<file path="src/design/matrix_integer_power_unit_macros.svh">
// Assertion macros shared by the matrix integer power unit.
// Stand-alone header; no other file is needed.
`ifndef MATRIX_INTEGER_POWER_UNIT_MACROS_SVH
`define MATRIX_INTEGER_POWER_UNIT_MACROS_SVH

// Consequent must hold in the same cycle as the antecedent.
`define MIP_ASSERT_NOW(label, clk, rst, ante, cons) \
   label: assert property (@(posedge clk) disable iff (rst) (ante) |-> (cons)) \
      else $error("mip assertion failed");

// Consequent must hold in the cycle after the antecedent.
`define MIP_ASSERT_NEXT(label, clk, rst, ante, cons) \
   label: assert property (@(posedge clk) disable iff (rst) (ante) |=> (cons)) \
      else $error("mip assertion failed");

`endif

</file>
<file path="src/design/mip_ram.sv">
// Generic single-write, single-read RAM with registered read data.
// No dependencies.
module mip_ram #(
   parameter int WIDTH = 32,
   parameter int DEPTH = 64
) (
   input  logic                             clock,
   input  logic                             wr_en,
   input  logic [(DEPTH>1?$clog2(DEPTH):1)-1:0] wr_addr,
   input  logic [WIDTH-1:0]                 wr_data,
   input  logic [(DEPTH>1?$clog2(DEPTH):1)-1:0] rd_addr,
   output logic [WIDTH-1:0]                 rd_data
);

   logic [WIDTH-1:0] mem_ff [DEPTH];
   logic [WIDTH-1:0] rd_data_ff;

   // Write port and registered read port.
   always_ff @(posedge clock) begin
      if (wr_en) begin
         mem_ff[wr_addr] <= wr_data;
      end
      rd_data_ff <= mem_ff[rd_addr];
   end

   assign rd_data = rd_data_ff;

endmodule

</file>
<file path="config.mk">
export PLATFORM = sky130hd
export DESIGN_NAME = mip_ram
export DESIGN_NICKNAME = d
export VERILOG_FILES = /design/src/design/matrix_integer_power_unit_macros.svh /design/src/design/mip_ram.sv
export SDC_FILE = /design/constraint.sdc
export NUM_CORES = 2
export LEC_CHECK = 0
export BUFFER_PORTS_ARGS = -buffer_cell sky130_fd_sc_hd__buf_2
export CAP_MARGIN = 20
export CORE_ASPECT_RATIO = 0.9
export CORE_UTILIZATION = 29
export CTS_BUF_LIST = sky130_fd_sc_hd__clkbuf_2 sky130_fd_sc_hd__clkbuf_4 sky130_fd_sc_hd__clkbuf_8
export CTS_CLUSTER_DIAMETER = 200
export DETAILED_ROUTE_END_ITERATION = 6
export GPL_TIMING_DRIVEN = 1
export HOLD_SLACK_MARGIN = 0.08
export PLACE_DENSITY = 0.49
export SLEW_MARGIN = 5
export SYNTH_ARGS = -nofsm -noshare
export SYNTH_HDL_FRONTEND = slang
export SYNTH_SLANG_ARGS = --single-unit
</file>
<file path="constraint.sdc">
create_clock -name clock -period 7.4 [get_ports clock]
set_input_delay 1.11 -clock clock [delete_from_list [all_inputs] [get_ports clock]]
set_output_delay 1.11 -clock clock [all_outputs]
set_load 0.02 [all_outputs]
</file>
==> Word level (Yosys, flattened, before mapping) <==
Memory sizes are Yosys's and may differ from the RTL's. A register that Yosys moved wholly into a read port is not among the register bits.
Cells that the tools add are included.
{ "classes": {"mux": 2} }
{ "ops": {"columns": ["op", "count"], "rows": [
  ["1-bit 2-to-1 mux", 2]
]} }
{ "word_totals": {"ff_bits": 0, "mem_bits_rw": 2048, "input_bits": 46, "mem_count": 1} }
{ "memory_table": {"columns": ["name", "words", "word_bits", "rd", "rd_ports_with_merged_regs", "write_ports", "line_no", "rtl"], "rows": [
  ["mem_ff", 64, 32, 1, 1, 1, "mip_ram.sv:15", "logic [WIDTH-1:0] mem_ff [DEPTH];"]
]} }

==> Depth between registers and ports, before layout <==
{ "logic_depth": {"depth_word": 2, "depth_mapped": 10} }

==> Worst setup path after synthesis <==
OpenSTA, ideal clock, no wires.
{ "synth_timing": {"path_kind": "input-to-reg", "start": "in wr_addr[3] in the netlist's numbering", "end": "mem mem_ff[48][0] (enable)", "setup_time_ns": 0.461, "t_arrival_ns": 3.809, "setup_slack_ns": 3.130, "path_stages": 4, "path_buffers": 1, "cell_sequence": "clkbuf_1 nor2b_1 nand4b_1 nor3_1"} }
{ "synth_lines": {"columns": ["element", "line_no", "rtl"], "rows": [
  ["from (decl)", "mip_ram.sv:9", "input logic [(DEPTH>1?$clog2(DEPTH):1)-1:0] wr_addr,"],
  ["to (decl)", "mip_ram.sv:15", null]
]} }
Straight into the memory's write port.

==> impl_metrics.csv <==
group,metric,value,unit
outcome,status,"finished, final reports clean",
timing,tightestPinTransition,1.30,ns
logic_synthesis,yosysUniqueCellTypes,34,
final_layout,final_layout_size_suffix_gt1_frac,0.343,
critical_path,crit_end,"rd_data[5]",
critical_path,critPathLaunch,"rd_addr[0]",
logic_synthesis,synth_nets,3370,
die,io_pins,78,
critical_path,cp.required,8.17,ns
cts,cts_buffers,324,
critical_path,crit_family,"buffers and inverters",
detailed_routing,wl_per_cell,30.2,um
final_layout,fillCellCount,25000,
logic_synthesis,synth-edff-count,2048,
final_layout,final_cell_area,90400,um^2
die,rows,180,
logic_synthesis,ys_seq_area_frac,0.791,
die,coreArea,268000,um^2
placement,portBuffers,77,
logic_synthesis,ys.flop_type,"edfxtp_1",
timing,rsz0062_at_grt,"false",
logic_synthesis,yosysMostFrequentCell,"edfxtp_1",
detailed_routing,vias_per_cell,4.98,
final_layout,fin_nets,3737,
critical_path,r2r_cells,4,
timing,setup_tns,0,ns
timing,final_max_slew_viol_count,0,
logic_synthesis,ys_ff_latch,2080,
critical_path,critical_path.max_stage_delay,0.83,ns
critical_path,critPathLaunchType,"input pin",
cts,root_buffer,"clkbuf_8",
cts,cts_tree,"done",
timing,hold_viol,0,
timing,max_freq,0.235,GHz
final_layout,fin_util,0.337,
detailed_routing,wirelength,226000,um
cts,clock_sinks,2080,
logic_synthesis,synth_cells,3324,
global_routing,grt_use_total,0.164,
die,die_x,550,um
logic_synthesis,avgSynthCellArea,23.6,um^2
die,die_h,496,um
critical_path,cp_slowest_cell,"o22ai_1",
logic_synthesis,ys_warn_count,0,
final_layout,multi_input_area,16000,um^2
cts,htree_num_levels,5,
critical_path,r2r_end,"rd_data[7]",
timing,period_needed,4.25,ns
global_routing,antenna_found_initial,30,
global_routing,grt_max_degree,77,
power_and_ir_drop,p_leak,27.7,nW
critical_path,cp_common_cell,"mux4_2",
detailed_routing,vias,37300,
cts,insertion_delay,0.94,ns
final_layout,syn2layout_area_growth,15.1,%
critical_path,crit_cells,7,
cts,ctsResizeCount,0,
critical_path,crit_chain,"buf_8 > buf_12 > buf_4 > mux4_2 > mux4_2 > o22ai_1 > nor2_1",
logic_synthesis,synth_area,78500,um^2
global_routing,overflow,0,
logic_synthesis,yosys-top-cells-count,"edfxtp_1 (2048), mux4_2 (544), nor2_1 (137), mux2i_1 (93), o22ai_1 (84)",
logic_synthesis,synth_async_sr_flop_share,0,
min_path,hold_path.class,"flop to flop",
global_routing,grt_pass1_wl,311000,um
die,initial_core_util,0.293,
logic_synthesis,synth_top_area_frac,0.783,
detailed_routing,drt_iter0_markers,4380,
final_layout,final-seq-area,62100,um^2
timing,setup-violations-final,0,
cts,clkSlewWorstSetupHoldPaths,0.07,ns
detailed_routing,ant_nets,0,
timing,fin_skew,0.0555,ns
job,maxCapViolations,0,
critical_path,worst-setup-path-type,"input pin to flop",
placement,postPlaceCellArea,84300,um^2
critical_path,r2r-start,"mem_ff[43][7]",
detailed_routing,drc,0,
critical_path,cp-end-kind,"flop",
power_and_ir_drop,irDropWorstVdd,0.160,mV
detailed_routing,dr.pass1.iters,5,
logic_synthesis,ys_top_cells_by_area,"edfxtp_1 (78%), mux4_2 (16%), mux2i_1 (1.2%)",
cts,cts_setup_buffers,0,
die,dieArea,273000,um^2
global_routing,grt_pass1_vias,38300,
timing,maxSlewHeadroom,0.136,
critical_path,cp.buffers_inverters,3,
critical_path,crit_fanout,67,
placement,place_congestion,0.754,
power_and_ir_drop,power.density,263,nW/um^2
logic_synthesis,synth_top_cell_by_area,"edfxtp_1",
critical_path,arrival,5.02,ns
cts,postCtsHoldBufs,0,
critical_path,rrSetupSlack,4.83,ns
placement,place_hpwl,120000,um
cts,cts_max_path_buffers,4,
timing,period_share,0.574,
## logic make-up (layout without fill, tap and decap cells)
| family | Yosys count | after routing | synth area share |
|---|---|---|---|
| buffers and inverters | 182 | 800 | 0.0113 |
| DFF | 2080 | 2080 | 0.791 |
| AOI/OAI and AO/OA | 202 | 202 | 0.0167 |
| and+or+nand+nor | 223 | 223 | 0.0127 |
| muxes | 637 | 637 | 0.168 |
| other | 0 | 9 | 0 |
## per-layer routing
layer / track usage / vias to the layer above / wire (um)
li1: - / 15100 / -
met1: 0.234 / 20500 / 99900
met2: 0.255 / 1424 / 105000
met3: 0.0359 / 299 / 16800
met4: 0.0408 / 6 / 4890
met5: 0 / - / 35
## cell usage in the layout (no fill, tap or decap), types with 25 or more instances in the layout
cell,count
clkinv_1,77
dfxtp_1,32
o221ai_1,27
nor2_1,74
nor2_4,62
mux4_2,544
o22ai_1,84
a21oi_1,62
clkbuf_8,341
nand2_1,25
edfxtp_1,2048
buf_4,134
clkbuf_4,116
clkinv_2,32
mux2i_1,93
buf_2,73
## worst min-delay path by stage
stage / startpoint / endpoint / slack (ns) / cells after the start
finish: mem_ff[12][20] / rd_data[20] / 0.79 / 4
global route: rd_addr[4] / rd_data[6] / 0.79 / 3
CTS: rd_addr[4] / rd_data[6] / 0.75 / 3
detailed placement: mem_ff[12][17] / rd_data[17] / 0.78 / 4
floorplan: mem_ff[12][17] / rd_data[17] / 0.66 / 4
global placement: mem_ff[12][20] / rd_data[20] / 0.75 / 4
## per-stage QoR
stage	hold slack [ns]	power (mW)	instances	setup slack [ns]
2_1_floorplan	0.663	14.0	3324	3.13
3_3_place_gp	0.753	14.7	6911	2.15
3_5_place_dp	0.785	14.7	6913	2.16
4_1_cts	0.754	24.0	7490	3.19
5_1_grt	0.792	24.6	7492	3.09
6_report	0.786	23.8	7500	3.15
## state kept, by name, summed over array words and instances (netlist names)
register,flops
mem_ff,2048
rd_data,32
## worst register-to-register path: cells and delay by family, from the launching register on
kind | cells | cell delay, ns
compound gates | 1 | 0.83
flops | 1 | 0.37
mux | 2 | 1.06
simple gates | 1 | 0.14
## where the power goes
| part | leakage [nW] | switching [mW] | total, mW | internal [mW] |
|---|---|---|---|---|
| registers | 18.7 | 0.0813 | 13.1 | 13.0 |
| clock network | 3.25 | 4.50 | 9.34 | 4.85 |
| logic | 5.79 | 0.866 | 1.31 | 0.440 |
| total | 27.7 | 5.44 | 23.8 | 18.3 |
## layout make-up
class	count	area share
sequential	2080	0.687
multi-input combinational	1062	0.177
clock buffer	457	0.0616
tap	3549	0.0491
timing repair buffer	223	0.0184
clock inverter	120	0.00597
antenna	9	0.000249
Power figures use the tool's default switching activity.
