File: src/design/matrix_integer_power_unit_macros.svh
// Assertion macros shared by the matrix integer power unit.
// Stand-alone header; no other file is needed.
`ifndef MATRIX_INTEGER_POWER_UNIT_MACROS_SVH
`define MATRIX_INTEGER_POWER_UNIT_MACROS_SVH

// Consequent must hold in the same cycle as the antecedent.
`define MIP_ASSERT_NOW(label, clk, rst, ante, cons) \
   label: assert property (@(posedge clk) disable iff (rst) (ante) |-> (cons)) \
      else $error("mip assertion failed");

// Consequent must hold in the cycle after the antecedent.
`define MIP_ASSERT_NEXT(label, clk, rst, ante, cons) \
   label: assert property (@(posedge clk) disable iff (rst) (ante) |=> (cons)) \
      else $error("mip assertion failed");

`endif

File: src/design/mip_pkg.sv
// Shared types and constants of the matrix integer power unit.
// No dependencies.
package mip_pkg;

   // Field widths fixed by the interface.
   localparam int ELEM_W     = 32;
   localparam int SIZE_W     = 4;
   localparam int POW_W      = 8;
   localparam int CSR_DATA_W = 32;
   localparam int CSR_ADDR_W = 3;
   localparam int CSR_IDX_BIT = 2;

   // Default largest matrix dimension.
   localparam int DEFAULT_MAX_DIM = 8;

   // Q16.16 arithmetic constants.
   localparam int FRAC_W     = 16;
   localparam int ROUND_HALF = 32768;
   localparam logic [ELEM_W-1:0] Q_ONE = 32'h0001_0000;

   // Register indexes on the configuration port.
   localparam logic REG_SIZE  = 1'b0;
   localparam logic REG_POWER = 1'b1;

   // Controller states.
   typedef enum logic [2:0] {
      ST_LOAD,
      ST_SETUP,
      ST_IDENT,
      ST_MUL,
      ST_DRAIN,
      ST_OUT_RD,
      ST_OUT_CAP,
      ST_OUT_WAIT
   } state_type;

   // Control flags that travel down the cell chain with each word.
   typedef struct packed {
      logic valid;
      logic first;
      logic lastk;
   } link_ctl_type;

endpackage

File: src/design/mip_cell.sv
// One multiply-accumulate cell of the product chain: holds one column of the base matrix.
// Depends on mip_pkg.
module mip_cell import mip_pkg::*; #(
   parameter int MAX_DIM = DEFAULT_MAX_DIM,
   parameter int IDX     = 0
) (
   input  logic                                   clock,
   input  logic                                   reset,
   input  link_ctl_type                           ctl_in,
   input  logic [(MAX_DIM>1?$clog2(MAX_DIM):1)-1:0] k_in,
   input  logic [(MAX_DIM*MAX_DIM>1?$clog2(MAX_DIM*MAX_DIM):1)-1:0] rbase_in,
   input  logic signed [ELEM_W-1:0]               data_in,
   output link_ctl_type                           ctl_out,
   output logic [(MAX_DIM>1?$clog2(MAX_DIM):1)-1:0] k_out,
   output logic [(MAX_DIM*MAX_DIM>1?$clog2(MAX_DIM*MAX_DIM):1)-1:0] rbase_out,
   output logic signed [ELEM_W-1:0]               data_out,
   input  logic                                   ld_valid,
   input  logic [(MAX_DIM>1?$clog2(MAX_DIM):1)-1:0] ld_row,
   input  logic [(MAX_DIM>1?$clog2(MAX_DIM):1)-1:0] ld_col,
   input  logic signed [ELEM_W-1:0]               ld_data,
   output logic                                   res_valid,
   output logic [(MAX_DIM*MAX_DIM>1?$clog2(MAX_DIM*MAX_DIM):1)-1:0] res_addr,
   output logic signed [ELEM_W-1:0]               res_data
);

   localparam int IDX_W  = (MAX_DIM > 1) ? $clog2(MAX_DIM) : 1;
   localparam int DEPTH  = MAX_DIM * MAX_DIM;
   localparam int ADDR_W = (DEPTH > 1) ? $clog2(DEPTH) : 1;
   localparam int PROD_W = 2 * ELEM_W;
   localparam int ACC_W  = PROD_W + $clog2(MAX_DIM) + 1;
   localparam logic signed [ACC_W-1:0] SAT_HI = ACC_W'(64'sh0000_0000_7FFF_FFFF);
   localparam logic signed [ACC_W-1:0] SAT_LO = ACC_W'(-64'sh0000_0000_8000_0000);

   logic signed [ELEM_W-1:0] col_mem_ff [MAX_DIM];

   link_ctl_type             ctl1_ff;
   logic [IDX_W-1:0]         k1_ff;
   logic [ADDR_W-1:0]        rb1_ff;
   logic signed [ELEM_W-1:0] data1_ff;

   link_ctl_type             ctl2_ff;
   logic [ADDR_W-1:0]        rb2_ff;
   logic signed [PROD_W-1:0] prod_ff;
   logic signed [PROD_W-1:0] prod_in;

   logic                     done3_ff;
   logic [ADDR_W-1:0]        rb3_ff;
   logic signed [ACC_W-1:0]  acc_ff;
   logic signed [ACC_W-1:0]  acc_in;

   logic                     res_valid_ff;
   logic [ADDR_W-1:0]        res_addr_ff;
   logic signed [ELEM_W-1:0] res_data_ff;
   logic signed [ELEM_W-1:0] res_data_in;
   logic signed [ACC_W-1:0]  rnd_sum;
   logic signed [ACC_W-1:0]  rnd_shift;

   // Column of the base matrix, filled by the setup sweep.
   always_ff @(posedge clock) begin
      if (ld_valid && (ld_col == IDX_W'(IDX))) begin
         col_mem_ff[ld_row] <= ld_data;
      end
   end

   // Stage one: take the word from the neighbor and hand it on.
   always_ff @(posedge clock) begin
      if (reset) begin
         ctl1_ff <= '0;
      end else begin
         ctl1_ff <= ctl_in;
      end
      k1_ff    <= k_in;
      rb1_ff   <= rbase_in;
      data1_ff <= data_in;
   end

   // Stage two: multiply by this column's entry.
   assign prod_in = data1_ff * col_mem_ff[k1_ff];

   always_ff @(posedge clock) begin
      if (reset) begin
         ctl2_ff <= '0;
      end else begin
         ctl2_ff <= ctl1_ff;
      end
      rb2_ff  <= rb1_ff;
      prod_ff <= prod_in;
   end

   // Stage three: accumulate the exact sum of products.
   always_comb begin
      acc_in = acc_ff;
      if (ctl2_ff.valid) begin
         if (ctl2_ff.first) begin
            acc_in = ACC_W'(prod_ff);
         end else begin
            acc_in = acc_ff + ACC_W'(prod_ff);
         end
      end
   end

   always_ff @(posedge clock) begin
      if (reset) begin
         done3_ff <= 1'b0;
      end else begin
         done3_ff <= ctl2_ff.valid & ctl2_ff.lastk;
      end
      rb3_ff <= rb2_ff;
      acc_ff <= acc_in;
   end

   // Stage four: round half up to Q16.16 and saturate.
   always_comb begin
      rnd_sum   = acc_ff + ACC_W'(ROUND_HALF);
      rnd_shift = rnd_sum >>> FRAC_W;
      if (rnd_shift > SAT_HI) begin
         res_data_in = ELEM_W'(SAT_HI);
      end else if (rnd_shift < SAT_LO) begin
         res_data_in = ELEM_W'(SAT_LO);
      end else begin
         res_data_in = ELEM_W'(rnd_shift);
      end
   end

   always_ff @(posedge clock) begin
      if (reset) begin
         res_valid_ff <= 1'b0;
      end else begin
         res_valid_ff <= done3_ff;
      end
      res_addr_ff <= ADDR_W'(rb3_ff + ADDR_W'(IDX));
      res_data_ff <= res_data_in;
   end

   assign ctl_out   = ctl1_ff;
   assign k_out     = k1_ff;
   assign rbase_out = rb1_ff;
   assign data_out  = data1_ff;
   assign res_valid = res_valid_ff;
   assign res_addr  = res_addr_ff;
   assign res_data  = res_data_ff;

endmodule

File: config.mk
export PLATFORM = sky130hd
export DESIGN_NAME = mip_cell
export DESIGN_NICKNAME = d
export VERILOG_FILES = /design/src/design/matrix_integer_power_unit_macros.svh /design/src/design/mip_pkg.sv /design/src/design/mip_cell.sv
export SDC_FILE = /design/constraint.sdc
export NUM_CORES = 2
export LEC_CHECK = 0
export BUFFER_PORTS_ARGS = -buffer_cell sky130_fd_sc_hd__buf_2
export CORE_MARGIN = 2
export CORE_UTILIZATION = 55
export DETAILED_ROUTE_END_ITERATION = 10
export HOLD_SLACK_MARGIN = 0.08
export PLACE_DENSITY_LB_ADDON = 0.05
export SETUP_SLACK_MARGIN = 0.3
export SYNTH_ARGS = -nofsm -noshare
export SYNTH_HDL_FRONTEND = slang
export SYNTH_SLANG_ARGS = --single-unit
export TNS_END_PERCENT = 5
File: constraint.sdc
create_clock -name clock -period 9.85 [get_ports clock]
set_input_delay 1.97 -clock clock [delete_from_list [all_inputs] [get_ports clock]]
set_output_delay 1.97 -clock clock [all_outputs]
set_load 0.1 [all_outputs]
; Yosys cells after proc, flatten, opt, wreduce, memory -nomap -nowiden
; Memory sizes are Yosys's and may differ from the RTL's. A register that Yosys moved wholly into a read port is not among the register bits.
; Index checks and enable logic that the tools add are counted.
[classes]
n_addsub = 2
mul = 1
div_mod_pow = 0
order_cmp = 2
eq_ne = 0
n_shift = 0
n_mux = 4
bitwise_logic = 1
reduce_logical = 2
[op_table]
columns = op, n
row1 = adder 68 x 17 -> 68 bit (second input constant), 1
row2 = adder 68 x 64 -> 68 bit, 1
row3 = two-way mux 68 bit, 1
row4 = multiplier 32 x 32 -> 64 bit, 1
row5 = greater-than comparator 52 x 32 -> 1 bit (second input constant), 1
row6 = < comparator 52 x 32 -> 1 bit (second input constant), 1
row7 = two-way mux 32 bit, 1
row8 = logical NOT 3 bit, 1
row9 = two-way mux 1 bit, 2
row10 = bitwise AND 1 bit, 1
row11 = logical AND 1 bit, 1
[word_totals]
ff_bits = 231
latch_bits = 0
ramBits = 256
rom_bits = 0
inputBits = 85
word_cells = 30
n_memories = 1
[mem_list]
columns = memory, depth, width, rd, rd_clocked_by_memory_dff, write_ports, line
row1 = col_mem_ff, 8, 32, 1, 1, 1, mip_cell.sv:34  ; logic signed [ELEM_W-1:0] col_mem_ff [MAX_DIM];

; Logic depth before layout (Yosys ltp)
[logic_depth]
depth_word = 4
mapped_depth = 33
ltp_nobuf = 29

; Worst setup path after synthesis
; OpenSTA, ideal clock, no wires.
[synth_timing]
path_kind = reg-to-reg
from = register k_out[0] (netlist name)
to = register prod_ff[61]
setup_time_ns = 0.086
t_arrival_ns = 10.283
required_ns = 9.764
slack_ns = -0.519
stages_incl_launch_ff = 30
path_buffers = 5
period_less_slack_ns = 10.369
cell_sequence = dfxtp_1 > clkbuf_1 > buf_1 > mux4_2 > mux2_2 > clkbuf_1 > nand2_1 > inv_1 > fa_1 > fa_1 > fa_1 > fa_1 > inv_1 > fa_1 > inv_1 > fa_1 > inv_1 > fa_1 > inv_1 > fa_1 > ha_1 > clkbuf_1 > and3_1 > clkbuf_1 > and3_1 > nand2_1 > o311ai_0 > nor3b_1 > a211o_1 > a211oi_1
[synth_rtl]
columns = item, line
row1 = end signal: assignment, mip_cell.sv:87  ; prod_ff <= prod_in;
row2 = end: declaration, mip_cell.sv:43  ; logic signed [PROD_W-1:0] prod_ff;

==> key figures <==
Run status
  • Outcome: finished, final reports clean

Floorplan
  • Ports: 168
  • Std cell rows: around 120
  • Die Height: 327 um
  • Area of the core: between 100000 and 150000 sq um
  • Die ar.: 107000 sq um
  • Die width: 327 um
  • Starting Density: 0.555

Drt
  • Pre-antenna DRT Iters: 5
  • Routed via count: between 30k and 40k
  • 1st-iter DRT viols: 2724
  • Number of vias per cell: ~5.5
  • Drt wl/cell: about 22 um
  • Post-Route WL: 152 mm
  • Antenna viol nets, final: 0
  • DRC: 0

Clock network
  • Clk slew on worst S/H paths: 60 ps
  • CTS Hold Bufs: 0
  • Htree depth: 2
  • CTS tree: done
  • CTS buffer count: 52
  • Worst-Skew Late Latency: ~650 ps
  • Clock Path Buffers: 3
  • Sink Count: between 400 and 500
  • Root Buffer Master: clkbuf_16

Finish
  • Area Growth Syn to Fin: 8.03%
  • Share of cells above drive strength 1: 0.0941
  • Most common cell after layout, fill and taps aside: fa_1
  • Multi-input gate area: just under 40000 sq um
  • Commonest non-fill, non-tap cells in the layout: fa_1 (1081), inv_1 (1028), nand2_1 (629), edfxtp_1 (324), nor2b_1 (319)
  • Fillers: roughly 8.8k
  • Reg area: between 10000 and 15000 sq um
  • Final #Nets: 7009

Timing
  • Final Skew: 30.1 ps
  • Fmax: between 100 and 150 MHz
  • Rel. slew slack: 0.199
  • # setup viols final: 0
  • Setup_tns: 0 ps
  • RSZ-0062 raised after global routing: yes
  • Crit path time final: between 9000 and 10000 ps
  • Worst Tran Pin Value: ~1200 ps
  • Final Hold Fails: 0
  • Final period util: 0.938
  • Final Slew Violations: 0

Min path
  • Hold depth: 0
  • Worst Hold Class: reg2reg

Global routing
  • First-pass GRT wire length: ~240 mm
  • Vias in the first global route: between 40k and 50k
  • Largest net degree at the start of global routing: 58
  • Grt total ovfl: 0
  • Tot GR Track Use: 0.293
  • Initial antenna violation count: 5

Yosys
  • Post-synth EDFFs: between 300 and 400
  • Mapped Area: 57400 sq um
  • Mean Syn Cell Area: 10.4 sq um
  • Net count after synthesis: about 7k
  • Primary FF master, synth: edfxtp_1
  • Ys async rst share: 0
  • Flops & latches, synth: 487
  • Post-Syn Instances: 5518
  • Number of synthesis warnings: 0
  • Synth unique cells: 76
  • Register area share after synthesis: 0.226

Place
  • Detailed placement HPWL: between 100 and 150 mm
  • RD Place Congestion: around 0.94
  • Port Buffer Count: between 150 and 200

Worst setup path
  • CP required: 10420 ps
  • Critical path class: reg2reg
  • Cell depth of the worst flop-to-flop path: 26
  • Critical Path Most Common Cell: fa_1
  • Buf+Inv Stages, Crit Path: 6
  • Crit-path max FO: 17
  • CP arrival: between 9000 and 10000 ps
  • Kind of cell adding the most delay to the critical path: adder cells
  • Crit end category: flip-flop
  • Slowest stage cell, crit path: fa_1
  • Critical Path Stages: 26
  • Max incr delay on CP: 670 ps
  • Critical path startpoint category: flip-flop

Flow run
  • Max-cap viol count: 0
[routing by layer]
| layer | wire length (um) | vias to the layer above | track usage |
|---|---|---|---|
| met5 | 46 | - | 0 |
| met4 | 4860 | 8 | 0.0895 |
| met3 | 10700 | 268 | 0.0508 |
| met2 | 70600 | 1320 | 0.471 |
| met1 | 66200 | 19900 | 0.411 |
| li1 | - | 17300 | - |
[cell usage after synthesis (42+ instances only)]
master    instances  area share
nand4_1          42      0.0046
inv_1          1031       0.067
a21oi_1         142       0.012
mux4_2           64       0.025
nand2_1         629       0.041
dfxtp_1         163       0.057
nor2_1          126      0.0082
a21o_1           72      0.0094
o21ai_0         155       0.014
and2_1          230       0.025
xnor2_1          95       0.014
fa_1           1083        0.38
nand3_1          52      0.0045
edfxtp_1        324        0.17
xor2_1           69       0.011
ha_1            252       0.055
clkbuf_1        266       0.017
nor2b_1         319       0.035
[state kept, by name, summed over array words and instances, names as in the netlist, 3 cells and up]
signal / flops
k_out: 3
rb2_ff: 6
col_mem_ff: 256
res_data: 32
ctl_out: 3
ctl2_ff: 3
data_out: 32
res_addr: 6
rb3_ff: 6
acc_ff: 68
rbase_out: 6
prod_ff: 64
[through the flow]
| step | area (sq um) | util | setup slack, ps | hold slack (ps) | std cells |
|---|---|---|---|---|---|
| after floorplan | 57400 | - | 307 | 310 | 5518 |
| after global placement | 60100 | 0.581 | 515 | 310 | 6903 |
| after detailed placement | 60100 | 0.581 | 397 | 313 | 6903 |
| after CTS | 61800 | 0.598 | 354 | 327 | 6998 |
| after global routing | 62000 | 0.599 | 220 | 330 | 7010 |
| final | 62000 | 0.599 | 609 | 324 | 7013 |
[logic make-up after synthesis]
logic type	after synthesis	share of synthesized area
multiplexers	103	0.0324
flip-flops	487	0.226
AO/OA/AOI/OAI	558	0.0610
XOR/XNOR	164	0.0250
buffers and inverters	1309	0.0858
AND/OR/NAND/NOR	1562	0.137
adder cells (fa/ha/maj)	1335	0.433
[path summary, 6_finish.rpt]
| kind | start | end | slack (ps) |
|---|---|---|---|
| max | k_out[0] | prod_ff[56] | 610 |
| min | rb3_ff[1] | res_addr[1] | 320 |
| min reg2reg | rb3_ff[1] | res_addr[1] | 320 |
| max reg2reg | k_out[0] | prod_ff[56] | 610 |
[repair_timing]
action / 4_1_cts / 5_1_grt
endpoints found under the setup margin: 0 / 13
resized for setup: 0 / 18
buffers inserted: 0 / 12
[cell type report]
| type | instances | share of cell area |
|---|---|---|
| Antenna cell | 3 | 0.000121 |
| Sequential cell | 487 | 0.210 |
| Clock inverter | 21 | 0.00383 |
| Timing Repair Buffer | 295 | 0.0310 |
| Tap cell | 1380 | 0.0278 |
| Multi-Input combinational cell | 3722 | 0.641 |
| Clock buffer | 74 | 0.0241 |
| Inverter | 1031 | 0.0625 |
Power is not shown: default switching activity piles up to over one toggle a cycle in this logic, so the estimate is an artifact.
